===== src/sv/assert_macros.svh =====
// Assertion macros shared by the RTL that checks itself.
// Depends on a clock named clk and an active-low reset named rst_n in scope.
`ifndef ASSERT_MACROS_SVH
`define ASSERT_MACROS_SVH

// Condition must hold at every edge outside reset.
`define ASSERT_ALWAYS(lbl, cond, msg) \
  lbl: assert property (@(posedge clk) disable iff (!rst_n) (cond)) else $error(msg);

// Antecedent in one cycle implies consequent in the next.
`define ASSERT_NEXT(lbl, ante, cons, msg) \
  lbl: assert property (@(posedge clk) disable iff (!rst_n) (ante) |=> (cons)) \
    else $error(msg);

`endif


===== src/sv/lgmr_pkg.sv =====
// Package for the int8 table-gated multiply and requantize block.
// Holds field widths, function codes, register addresses and saturation limits.
`timescale 1ns / 1ps
`default_nettype none

package lgmr_pkg;

  localparam int TableDepth = 256;
  localparam int IdxW       = $clog2(TableDepth);
  localparam int ByteW      = 8;
  localparam int ProdW      = 2 * ByteW;
  localparam int ScaleW     = 32;
  localparam int ShiftW     = 6;
  localparam int WideW      = ProdW + ScaleW;
  localparam int MagW       = 46;
  localparam int SumW       = MagW + 1;
  localparam int AddrW      = 3;
  localparam int DataW      = 32;

  // Function codes of an input beat.
  localparam logic FUNC_LOAD    = 1'b0;
  localparam logic FUNC_COMPUTE = 1'b1;

  // Register indexes, decoded from paddr[2].
  localparam logic REG_SCALE_MULT = 1'b0;
  localparam logic REG_SHIFT_AMT  = 1'b1;

  localparam logic [ScaleW-1:0] SCALE_MULT_RST = 32'd1;
  localparam logic [ShiftW-1:0] SHIFT_AMT_RST  = 6'd0;
  localparam logic [ShiftW-1:0] SHIFT_LIMIT    = 6'd46;

  localparam logic [ByteW-1:0] IDX_FLIP = 8'h80;
  localparam logic [ByteW-1:0] SAT_MAX  = 8'h7F;
  localparam logic [ByteW-1:0] SAT_MIN  = 8'h80;

  typedef logic signed [ByteW-1:0] sbyte_t;

endpackage

`default_nettype wire


===== src/sv/int8_lut_gate_multiply_requant.sv =====
// Top level of the int8 table-gated multiply and requantize block.
// Depends on lgmr_pkg and assert_macros.svh.
//
// Input channel (in_*): one beat per cycle while in_stall is low. func=0 writes
// table_word into the 256-entry activation table at table_index and gives no
// result. func=1 looks up the table at gate+128, multiplies by up_value and
// scale_multiplier, shifts right by the configured shift amount rounding half
// away from zero, and saturates to int8.
// Result channel (out_*): gated_out and last_out, one beat per compute item,
// in input order.
// Pipeline: a compute beat accepted at the input passes through the stage
// registers s1 to s5 in order and shows on out_valid from stage five. Throughput:
// one beat per cycle while out_stall is low, set by the five-stage pipeline
// (table read, 8x8 multiply, 16x32 multiply, magnitude, round and saturate).
// Stall: each stage holds while the next is full and stalled; empty stages
// still fill, so in_stall rises only once stage one is occupied and blocked.
// Reset clears all stage valids, loads scale_multiplier=1 and a zero shift.
// The table is not cleared; read an entry only after writing it.
// The user must write configuration (APB, pready tied high) only while the block is idle; it is not enforced.
`timescale 1ns / 1ps
`default_nettype none
`include "assert_macros.svh"

module int8_lut_gate_multiply_requant (
  input  logic                                clk,
  input  logic                                rst_n,
  input  logic                                in_valid,
  output logic                                in_stall,
  input  logic                                in_func,
  input  lgmr_pkg::sbyte_t                    in_gate_value,
  input  lgmr_pkg::sbyte_t                    in_up_value,
  input  logic [lgmr_pkg::IdxW-1:0]           in_table_index,
  input  lgmr_pkg::sbyte_t                    in_table_word,
  input  logic                                in_last_in,
  output logic                                out_valid,
  input  logic                                out_stall,
  output lgmr_pkg::sbyte_t                    out_gated_out,
  output logic                                out_last_out,
  input  logic                                psel,
  input  logic                                penable,
  input  logic                                pwrite,
  input  logic [lgmr_pkg::AddrW-1:0]          paddr,
  input  logic [lgmr_pkg::DataW-1:0]          pwdata,
  output logic [lgmr_pkg::DataW-1:0]          prdata,
  output logic                                pready
);
  import lgmr_pkg::*;

  // Configuration registers
  logic signed [ScaleW-1:0] scale_mult_r;
  logic [ShiftW-1:0]        shift_amt_r;
  logic                     cfg_wr;

  assign pready = 1'b1;
  assign cfg_wr = psel && penable && pwrite && pready;

  always_ff @(posedge clk) begin
    if (!rst_n) begin
      scale_mult_r <= SCALE_MULT_RST;
      shift_amt_r  <= SHIFT_AMT_RST;
    end else if (cfg_wr) begin
      unique case (paddr[2])
        REG_SCALE_MULT: scale_mult_r <= pwdata;
        REG_SHIFT_AMT:  shift_amt_r  <= pwdata[ShiftW-1:0];
        default: ;
      endcase
    end
  end

  always_comb begin
    unique case (paddr[2])
      REG_SCALE_MULT: prdata = scale_mult_r;
      REG_SHIFT_AMT:  prdata = {{(DataW-ShiftW){1'b0}}, shift_amt_r};
      default:        prdata = '0;
    endcase
  end

  // Stage valids and advance enables
  logic s1_valid_r, s2_valid_r, s3_valid_r, s4_valid_r, s5_valid_r;
  logic en1, en2, en3, en4, en5;
  logic in_acc;

  assign en5      = !s5_valid_r || !out_stall;
  assign en4      = !s4_valid_r || en5;
  assign en3      = !s3_valid_r || en4;
  assign en2      = !s2_valid_r || en3;
  assign en1      = !s1_valid_r || en2;
  assign in_stall = !en1;
  assign in_acc   = in_valid && en1;

  always_ff @(posedge clk) begin
    if (!rst_n) begin
      s1_valid_r <= 1'b0;
      s2_valid_r <= 1'b0;
      s3_valid_r <= 1'b0;
      s4_valid_r <= 1'b0;
      s5_valid_r <= 1'b0;
    end else begin
      if (en1) s1_valid_r <= in_acc && (in_func == FUNC_COMPUTE);
      if (en2) s2_valid_r <= s1_valid_r;
      if (en3) s3_valid_r <= s2_valid_r;
      if (en4) s4_valid_r <= s3_valid_r;
      if (en5) s5_valid_r <= s4_valid_r;
    end
  end

  // Stage 1: activation table write or registered read
  logic [ByteW-1:0] act_mem [TableDepth];
  logic [IdxW-1:0]  rd_idx;
  sbyte_t           s1_act_r;
  sbyte_t           s1_up_r;
  logic             s1_last_r;

  assign rd_idx = IdxW'(in_gate_value ^ IDX_FLIP);

  always_ff @(posedge clk) begin
    if (in_acc && (in_func == FUNC_LOAD)) begin
      act_mem[in_table_index] <= in_table_word;
    end
  end

  always_ff @(posedge clk) begin
    if (en1) begin
      s1_act_r  <= act_mem[rd_idx];
      s1_up_r   <= in_up_value;
      s1_last_r <= in_last_in;
    end
  end

  // Stage 2: table value times up byte
  logic signed [ProdW-1:0] s2_prod_r;
  logic                    s2_last_r;

  always_ff @(posedge clk) begin
    if (en2) begin
      s2_prod_r <= s1_act_r * s1_up_r;
      s2_last_r <= s1_last_r;
    end
  end

  // Stage 3: scale multiply
  logic signed [WideW-1:0] s3_wide_r;
  logic                    s3_last_r;

  always_ff @(posedge clk) begin
    if (en3) begin
      s3_wide_r <= WideW'(s2_prod_r) * WideW'(scale_mult_r);
      s3_last_r <= s2_last_r;
    end
  end

  // Stage 4: sign and magnitude (magnitude stays below 2^46)
  logic [WideW-1:0] s3_abs;
  logic [MagW-1:0]  s4_mag_r;
  logic             s4_neg_r;
  logic             s4_last_r;

  assign s3_abs = s3_wide_r[WideW-1] ? (~s3_wide_r + 1'b1) : s3_wide_r;

  always_ff @(posedge clk) begin
    if (en4) begin
      s4_mag_r  <= s3_abs[MagW-1:0];
      s4_neg_r  <= s3_wide_r[WideW-1];
      s4_last_r <= s3_last_r;
    end
  end

  // Stage 5: round half away from zero, shift, saturate
  logic [SumW-1:0]  half;
  logic [SumW-1:0]  rsum;
  logic [SumW-1:0]  qmag;
  logic             big_shift;
  logic [ByteW-1:0] sat;
  sbyte_t           s5_res_r;
  logic             s5_last_r;

  always_comb begin
    big_shift = shift_amt_r > SHIFT_LIMIT;
    if (shift_amt_r == '0 || big_shift) begin
      half = '0;
    end else begin
      half = SumW'(1) << (shift_amt_r - 1'b1);
    end
    rsum = {1'b0, s4_mag_r} + half;
    // every magnitude rounds to zero once the shift passes the limit
    qmag = big_shift ? '0 : (rsum >> shift_amt_r);
    if (s4_neg_r) begin
      sat = (qmag > SumW'(SAT_MIN)) || (qmag == SumW'(SAT_MIN)) ? SAT_MIN
                                                                 : -qmag[ByteW-1:0];
    end else begin
      sat = (qmag > SumW'(SAT_MAX)) ? SAT_MAX : qmag[ByteW-1:0];
    end
  end

  always_ff @(posedge clk) begin
    if (en5) begin
      s5_res_r  <= sat;
      s5_last_r <= s4_last_r;
    end
  end

  assign out_valid     = s5_valid_r;
  assign out_gated_out = s5_res_r;
  assign out_last_out  = s5_last_r;

  // Checks
  `ASSERT_ALWAYS(a_stall_needs_s1, !in_stall || s1_valid_r,
                 "input stalled while stage one is empty")
  `ASSERT_NEXT(a_load_no_result, in_acc && (in_func == FUNC_LOAD), !s1_valid_r,
               "table load beat entered the compute pipeline")
  `ASSERT_NEXT(a_s4_hold, s4_valid_r && !en4, s4_valid_r && $stable(s4_mag_r),
               "stage four lost or changed a held beat")

endmodule

`default_nettype wire

===== config.mk =====
export PLATFORM = sky130hd
export DESIGN_NAME = int8_lut_gate_multiply_requant
export DESIGN_NICKNAME = d
export VERILOG_FILES = /design/src/sv/lgmr_pkg.sv /design/src/sv/int8_lut_gate_multiply_requant.sv
export VERILOG_INCLUDE_DIRS = /design/src /design/src/sv
export SDC_FILE = /design/constraint.sdc
export NUM_CORES = 2
export LEC_CHECK = 0
export ABC_AREA = 1
export BUFFER_PORTS_ARGS = -buffer_cell sky130_fd_sc_hd__buf_2
export CAP_MARGIN = 15
export CORE_MARGIN = 4
export CORE_UTILIZATION = 45
export CTS_CLUSTER_DIAMETER = 60
export CTS_CLUSTER_SIZE = 16
export DETAILED_ROUTE_END_ITERATION = 7
export GPL_ROUTABILITY_DRIVEN = 0
export PLACE_DENSITY = 0.67
export SLEW_MARGIN = 20
export SYNTH_ARGS = -nofsm -noshare
export SYNTH_HDL_FRONTEND = slang
export SYNTH_SLANG_ARGS = --single-unit

===== constraint.sdc =====
create_clock -name clk -period 8.5 [get_ports clk]
set_input_delay 0.85 -clock clk [delete_from_list [all_inputs] [get_ports clk]]
set_output_delay 0.85 -clock clk [all_outputs]
set_load 0.005 [all_outputs]

==> Word level (Yosys, flattened, before mapping) <==
Memory sizes are Yosys's and may differ from the RTL's. A register that Yosys moved wholly into a read port is not among the register bits.
Cells that the tools add are included.
{ "op_classes": {"eq_ne": 1, "mux": 9, "add_sub_neg": 4, "order_cmp": 3, "n_reduce_logical": 22, "bitwise_logic": 4, "n_mul": 2, "shift": 2} }
{ "op_table": {"columns": ["cell", "count"], "rows": [
  ["$mux 47", 2],
  ["$pmux 32 s2", 1],
  ["$mul 16x32->48", 1],
  ["$add 46x47->47", 1],
  ["$eq 47x8->1 const B", 1],
  ["$gt 47x7->1 const B", 1],
  ["$gt 47x8->1 const B", 1],
  ["$shl 1x6->47 const A", 1],
  ["$shr 47x6->47", 1],
  ["$add 46x1->46 const B", 1],
  ["$mux 46", 1],
  ["$not 46->46", 1],
  ["$mux 8", 3],
  ["$mul 8x8->16", 1],
  ["$neg 8->8", 1],
  ["$logic_not 1->1", 7],
  ["$logic_or 1x1->1", 7],
  ["$gt 6x6->1 const B", 1],
  ["$logic_not 6->1", 1],
  ["$sub 6x1->6 const B", 1],
  ["$logic_and 1x1->1", 5],
  ["$reduce_and 2->1", 2],
  ["$not 1->1", 3],
  ["$mux 1", 2]
]} }
{ "word_totals": {"wordCells": 66, "mem_bits_rw": 2048, "register_bits": 175, "memories": 1} }
{ "memory_table": {"columns": ["memory", "words", "word_bits", "read_ports", "rd_clocked_by_memory_dff", "wr", "line", "text"], "rows": [
  ["act_mem", 256, 8, 1, 1, 1, "int8_lut_gate_multiply_requant.sv:108", "logic [ByteW-1:0] act_mem [TableDepth];"]
]} }

==> Logic depth before layout (Yosys ltp) <==
{ "depth": {"ltp_word": 10, "mapped_depth": 44, "ltp_nobuf": 43} }

==> Least setup slack after synthesis <==
Ideal clock, no wire load.
{ "synth_path": {"kind": "reg2reg", "startpoint": "reg scale_mult_r[10]", "endpoint": "reg s3_wide_r[44] (data pin)", "arrival_time_ns": 6.157, "t_required_ns": 8.236, "setup_time_ns": 0.264, "synth_period_minus_slack_ns": 6.421, "path_buffers": 2, "path_stages_with_launch": 28, "setup_slack_ns": 2.079, "cell_sequence": "dfxtp_1 -> clkbuf_1 -> clkbuf_1 -> nand2_1 -> fa_1 -> inv_1 -> fa_1 -> inv_1 -> fa_1 -> fa_1 -> inv_1 -> fa_1 -> inv_1 -> fa_1 -> inv_1 -> ha_1 -> a21oi_1 -> o21ai_0 -> a21oi_1 -> o21ai_0 -> a21oi_1 -> inv_1 -> a21oi_1 -> o21ai_0 -> a21oi_1 -> o21ai_0 -> a221oi_1 -> xnor2_1"} }
{ "synth_via": {"elab_chain_len": 1} }
{ "synth_lines": {"columns": ["element", "line", "text"], "rows": [
  ["start: declaration", "int8_lut_gate_multiply_requant.sv:50", "logic signed [ScaleW-1:0] scale_mult_r;"],
  ["start signal: assignment", "int8_lut_gate_multiply_requant.sv:63", "REG_SCALE_MULT: scale_mult_r <= pwdata;"],
  ["$mul 16x32->48", "int8_lut_gate_multiply_requant.sv:147", "s3_wide_r <= WideW'(s2_prod_r) * WideW'(scale_mult_r);"],
  ["end signal: assignment", "int8_lut_gate_multiply_requant.sv:147", null],
  ["end: declaration", "int8_lut_gate_multiply_requant.sv:142", "logic signed [WideW-1:0] s3_wide_r;"]
]} }
Every way passes these cells.
A chain may end at the register's enable or synchronous reset.

==> Final worst setup path <==
{ "layout_path": {"startpoint": "reg s2_prod_r[2]", "endpoint": "reg s3_wide_r[45] (data pin)"} }
{ "layout_via": {"elab_chain_len": 1} }
{ "layout_lines": {"columns": ["element", "line", "text"], "rows": [
  ["start: declaration", "int8_lut_gate_multiply_requant.sv:131", "logic signed [ProdW-1:0] s2_prod_r;"],
  ["start signal: assignment", "int8_lut_gate_multiply_requant.sv:136", "s2_prod_r <= s1_act_r * s1_up_r;"],
  ["$mul 16x32->48", "int8_lut_gate_multiply_requant.sv:147", null]
]} }
Every way passes these cells.

==> impl_metrics.ini <==
[timing]
rsz0062_at_grt = no
fin_setup_tns_ps = 0
setup_violations = 0
hold_viol = 0
max_slew_margin_pct = 13.6
period_minus_slack_ps = 7840
maxSlewViolCount = 0
finClkSkew_ps = 99.8
worst_pin_slew_ps = 1290
max_clock_freq_mhz = 128
period_share_pct = 92.2

[flow_run]
maxCapViolations = 0

[clock_tree]
cts-root-buf = clkbuf_16
clk_latency_ps = 880
cts_tree = built
cts_resized = 0
clockBufferDepth = 4
cts_inserted_buffers = 177
path_clk_slew_ps = 60
clkSinkCount = 2230
cts_hold_buffers = 0
post-cts-setup-buffer-count = 0
cts_max_level = 4

[power]
p_leak_nw = 45.5
cellInternalPower_w = 0.0200
seq_power_share_pct = 43.6
ir_drop_mv = 0.271
power_frac_clock_pct = 24.9
comb_power_share_pct = 31.5
p_sw_share_pct = 34.6
switchingPower_w = 0.0106
pwr_density_cell_mw_per_mm2 = 245

[routing]
drtPass1Iterations = 8
vias = 83138
drc = 0
wirelength_um = 320000
antenna_left = 0
wl_per_cell_um = 22.4
drt_iter0_markers = 10403
avgViaCountPerCell = 5.82

[logic_synthesis]
yosys_warnings = 0
ys_seq_elements = 2230
synth_area_per_cell_um2 = 10.5
synth_fa_ha_area_share_pct = 11.4
synthesis.nets = 11911
synthArstFlopShare_pct = 0
ys_seq_area_share_pct = 57.3
synth_mux_area_share_pct = 0.00862
ys.flop_type = edfxtp_1
netlist_area_mm2 = 0.116
synth_cell_types = 52
yosys.area_share.simple_pct = 13.4
synth_edf_count = 2187
synth_top_family_by_area = simple AND/OR/NAND/NOR gates
synth_compound_area_share_pct = 10.9
syn_inst = 11101
synth_xor_area_share_pct = 0.936

[worst_setup_path]
cp.arrival_ps = 8370
worstPathRequired_ps = 9030
crit_path_start_kind = flip-flop
end_kind = flip-flop
path_class = reg -> reg
crit_fanout = 23
crit_start = s2_prod_r[2]
r2r_start = s2_prod_r[2]

[die]
start_util_pct = 45.2
core_area_mm2 = 0.257
rows = 186
die_y_um = 516
fp.dieW_um = 516
dieArea_mm2 = 0.266
ios = 120

[grt]
grt_pass1_vias = 79857
grt_pass1_wl_um = 483000
grt_start_max_net_pins = 197
grtUsageTotal_pct = 23.5
antenna_found_initial = 14
overflow = 0

[placed_design]
port_buffers = 116
hpwl_um = 205000
placed_area_mm2 = 0.120

[final_layout]
layout_commonest_cell = edfxtp_1
fin_area_mm2 = 0.125
drive_above_1_share_pct = 5.52
layout.nets = 11656
final_util_pct = 48.5
syn_to_final_growth_pct = 7.28
num-fill-cells = 22643
final_cell_mix = edfxtp_1 (2,187), nor2_1 (1,938), o21ai_0 (1,421)

[worst_hold_path]
hold_start = in_last_in
hp-class = in -> reg

[outcome]
status = finished clean
[synth_stat cells, types with 2 or more instances]
cell	number	share of area [%]
ha_1	192	2.1
and2_1	2	0.011
nand2_1	1345	4.3
fa_1	542	9.3
nor3_2	5	0.043
o21bai_1	6	0.039
o22ai_1	640	3.4
o21a_1	4	0.026
o21ai_1	8	0.034
nor2_2	27	0.15
a21oi_2	5	0.038
a21o_1	4	0.026
nor2_4	3	0.029
a21boi_0	2	0.013
a31oi_1	11	0.059
xor2_1	62	0.47
nand3_2	33	0.28
clkbuf_1	614	2.0
inv_2	15	0.048
o211ai_1	7	0.045
nand3_1	398	1.7
inv_1	1150	3.7
a21oi_1	147	0.63
nand4_1	34	0.18
a21oi_4	2	0.028
buf_2	41	0.18
clkinv_1	8	0.026
or2_2	11	0.059
nor4_1	4	0.022
dfxtp_1	43	0.74
o31ai_1	2	0.013
o41ai_1	2	0.015
nor3_1	21	0.091
nor2_1	1939	6.3
o21ai_0	1421	6.1
nand3b_1	4	0.026
nand4_2	2	0.022
o32ai_1	42	0.32
nand2_2	21	0.11
edfxtp_1	2187	57
xnor2_1	62	0.47
buf_1	22	0.071
o221ai_1	2	0.015
[state kept, by name, indices dropped and copies added, names as in the netlist, 6 cells and up]
register,cells
s3_wide_r,47
out_gated_out,8
s2_prod_r,16
act_mem,2048
shift_amt_r,6
s1_act_r,8
s4_mag_r,46
s1_up_r,8
scale_mult_r,32
[stage by stage]
step	power [W]	instances	setup WS (ps)	hold slack, ps
floorplan	0.0199	11101	2080	400
global placement	0.0229	14050	888	411
detailed placement	0.0231	14050	867	412
CTS	0.0306	14268	821	182
global route	0.0322	14274	140	217
finish	0.0305	14280	659	232
[area by class of cell]
class	instances	area, um2	share of cell area (%)
well taps	3384	4230	3.40
repair buffers	244	1860	1.50
clock inverters	37	407	0.327
clock buffers	181	4440	3.57
diodes	11	27.5	0.0221
multi-input cells	7020	42600	34.2
flip-flops and latches	2230	66500	53.4
inverters	1173	4430	3.55
[metal layers]
layer,global-route usage (%),wire length (um),vias to the layer above,share of wire (%)
li1,-,-,37183,-
met1,33.6,129000,40980,41
met2,36.8,147000,4344,46
met3,3.76,32300,629,10
met4,7.63,10500,2,3.3
met5,0,13,-,0.0041
[worst max-delay path, stage by stage, from the launching register on]
cell	delay, ps
edfxtp_1	1120
nand2_1	180
fa_1	560
inv_1	70
fa_1	530
inv_1	50
fa_1	490
inv_1	50
fa_1	530
inv_1	60
fa_1	480
inv_1	50
fa_1	430
ha_1	400
nand2_1	100
o21ai_0	190
a21o_1	140
nand2_1	60
nand2_1	130
nand3_1	90
nand2_1	120
a21oi_1	130
o21ai_0	520
a21boi_0	350
o21ai_0	410
a21oi_1	140
xor2_1	160
[path summary, 6_finish.rpt]
kind | to | slack [ps] | cells after the start
worst max register to register | s3_wide_r[45] | 660 | 26
worst min-delay path | s1_last_r | 230 | 1
worst min register to register | s4_last_r | 430 | 0
worst max-delay path | s3_wide_r[45] | 660 | 26
[power groups by stage]
| stage | Sequential (W) | Clock [W] | Combinational [W] |
|---|---|---|---|
| final | 0.0133 | 0.00760 | 0.00962 |
| after global routing | 0.0133 | 0.00811 | 0.0108 |
| after global placement | 0.0135 | 0 | 0.00934 |
| after detailed placement | 0.0135 | 0 | 0.00955 |
| after floorplan | 0.0131 | 0 | 0.00683 |
| after CTS | 0.0133 | 0.00769 | 0.00962 |
[logic make-up (layout without fill, tap and decap cells)]
kind of cell    count (synthesis)  in the layout
compound gates               2309           2309
mux                             1              1
fa+ha+maj                     734            734
buf+inv                      1851           1635
xor+xnor                      124            124
simple gates                 3851           3851
other cells                     1             12
flops                        2230           2230
Note: power is estimated with default switching activity, not from simulation.
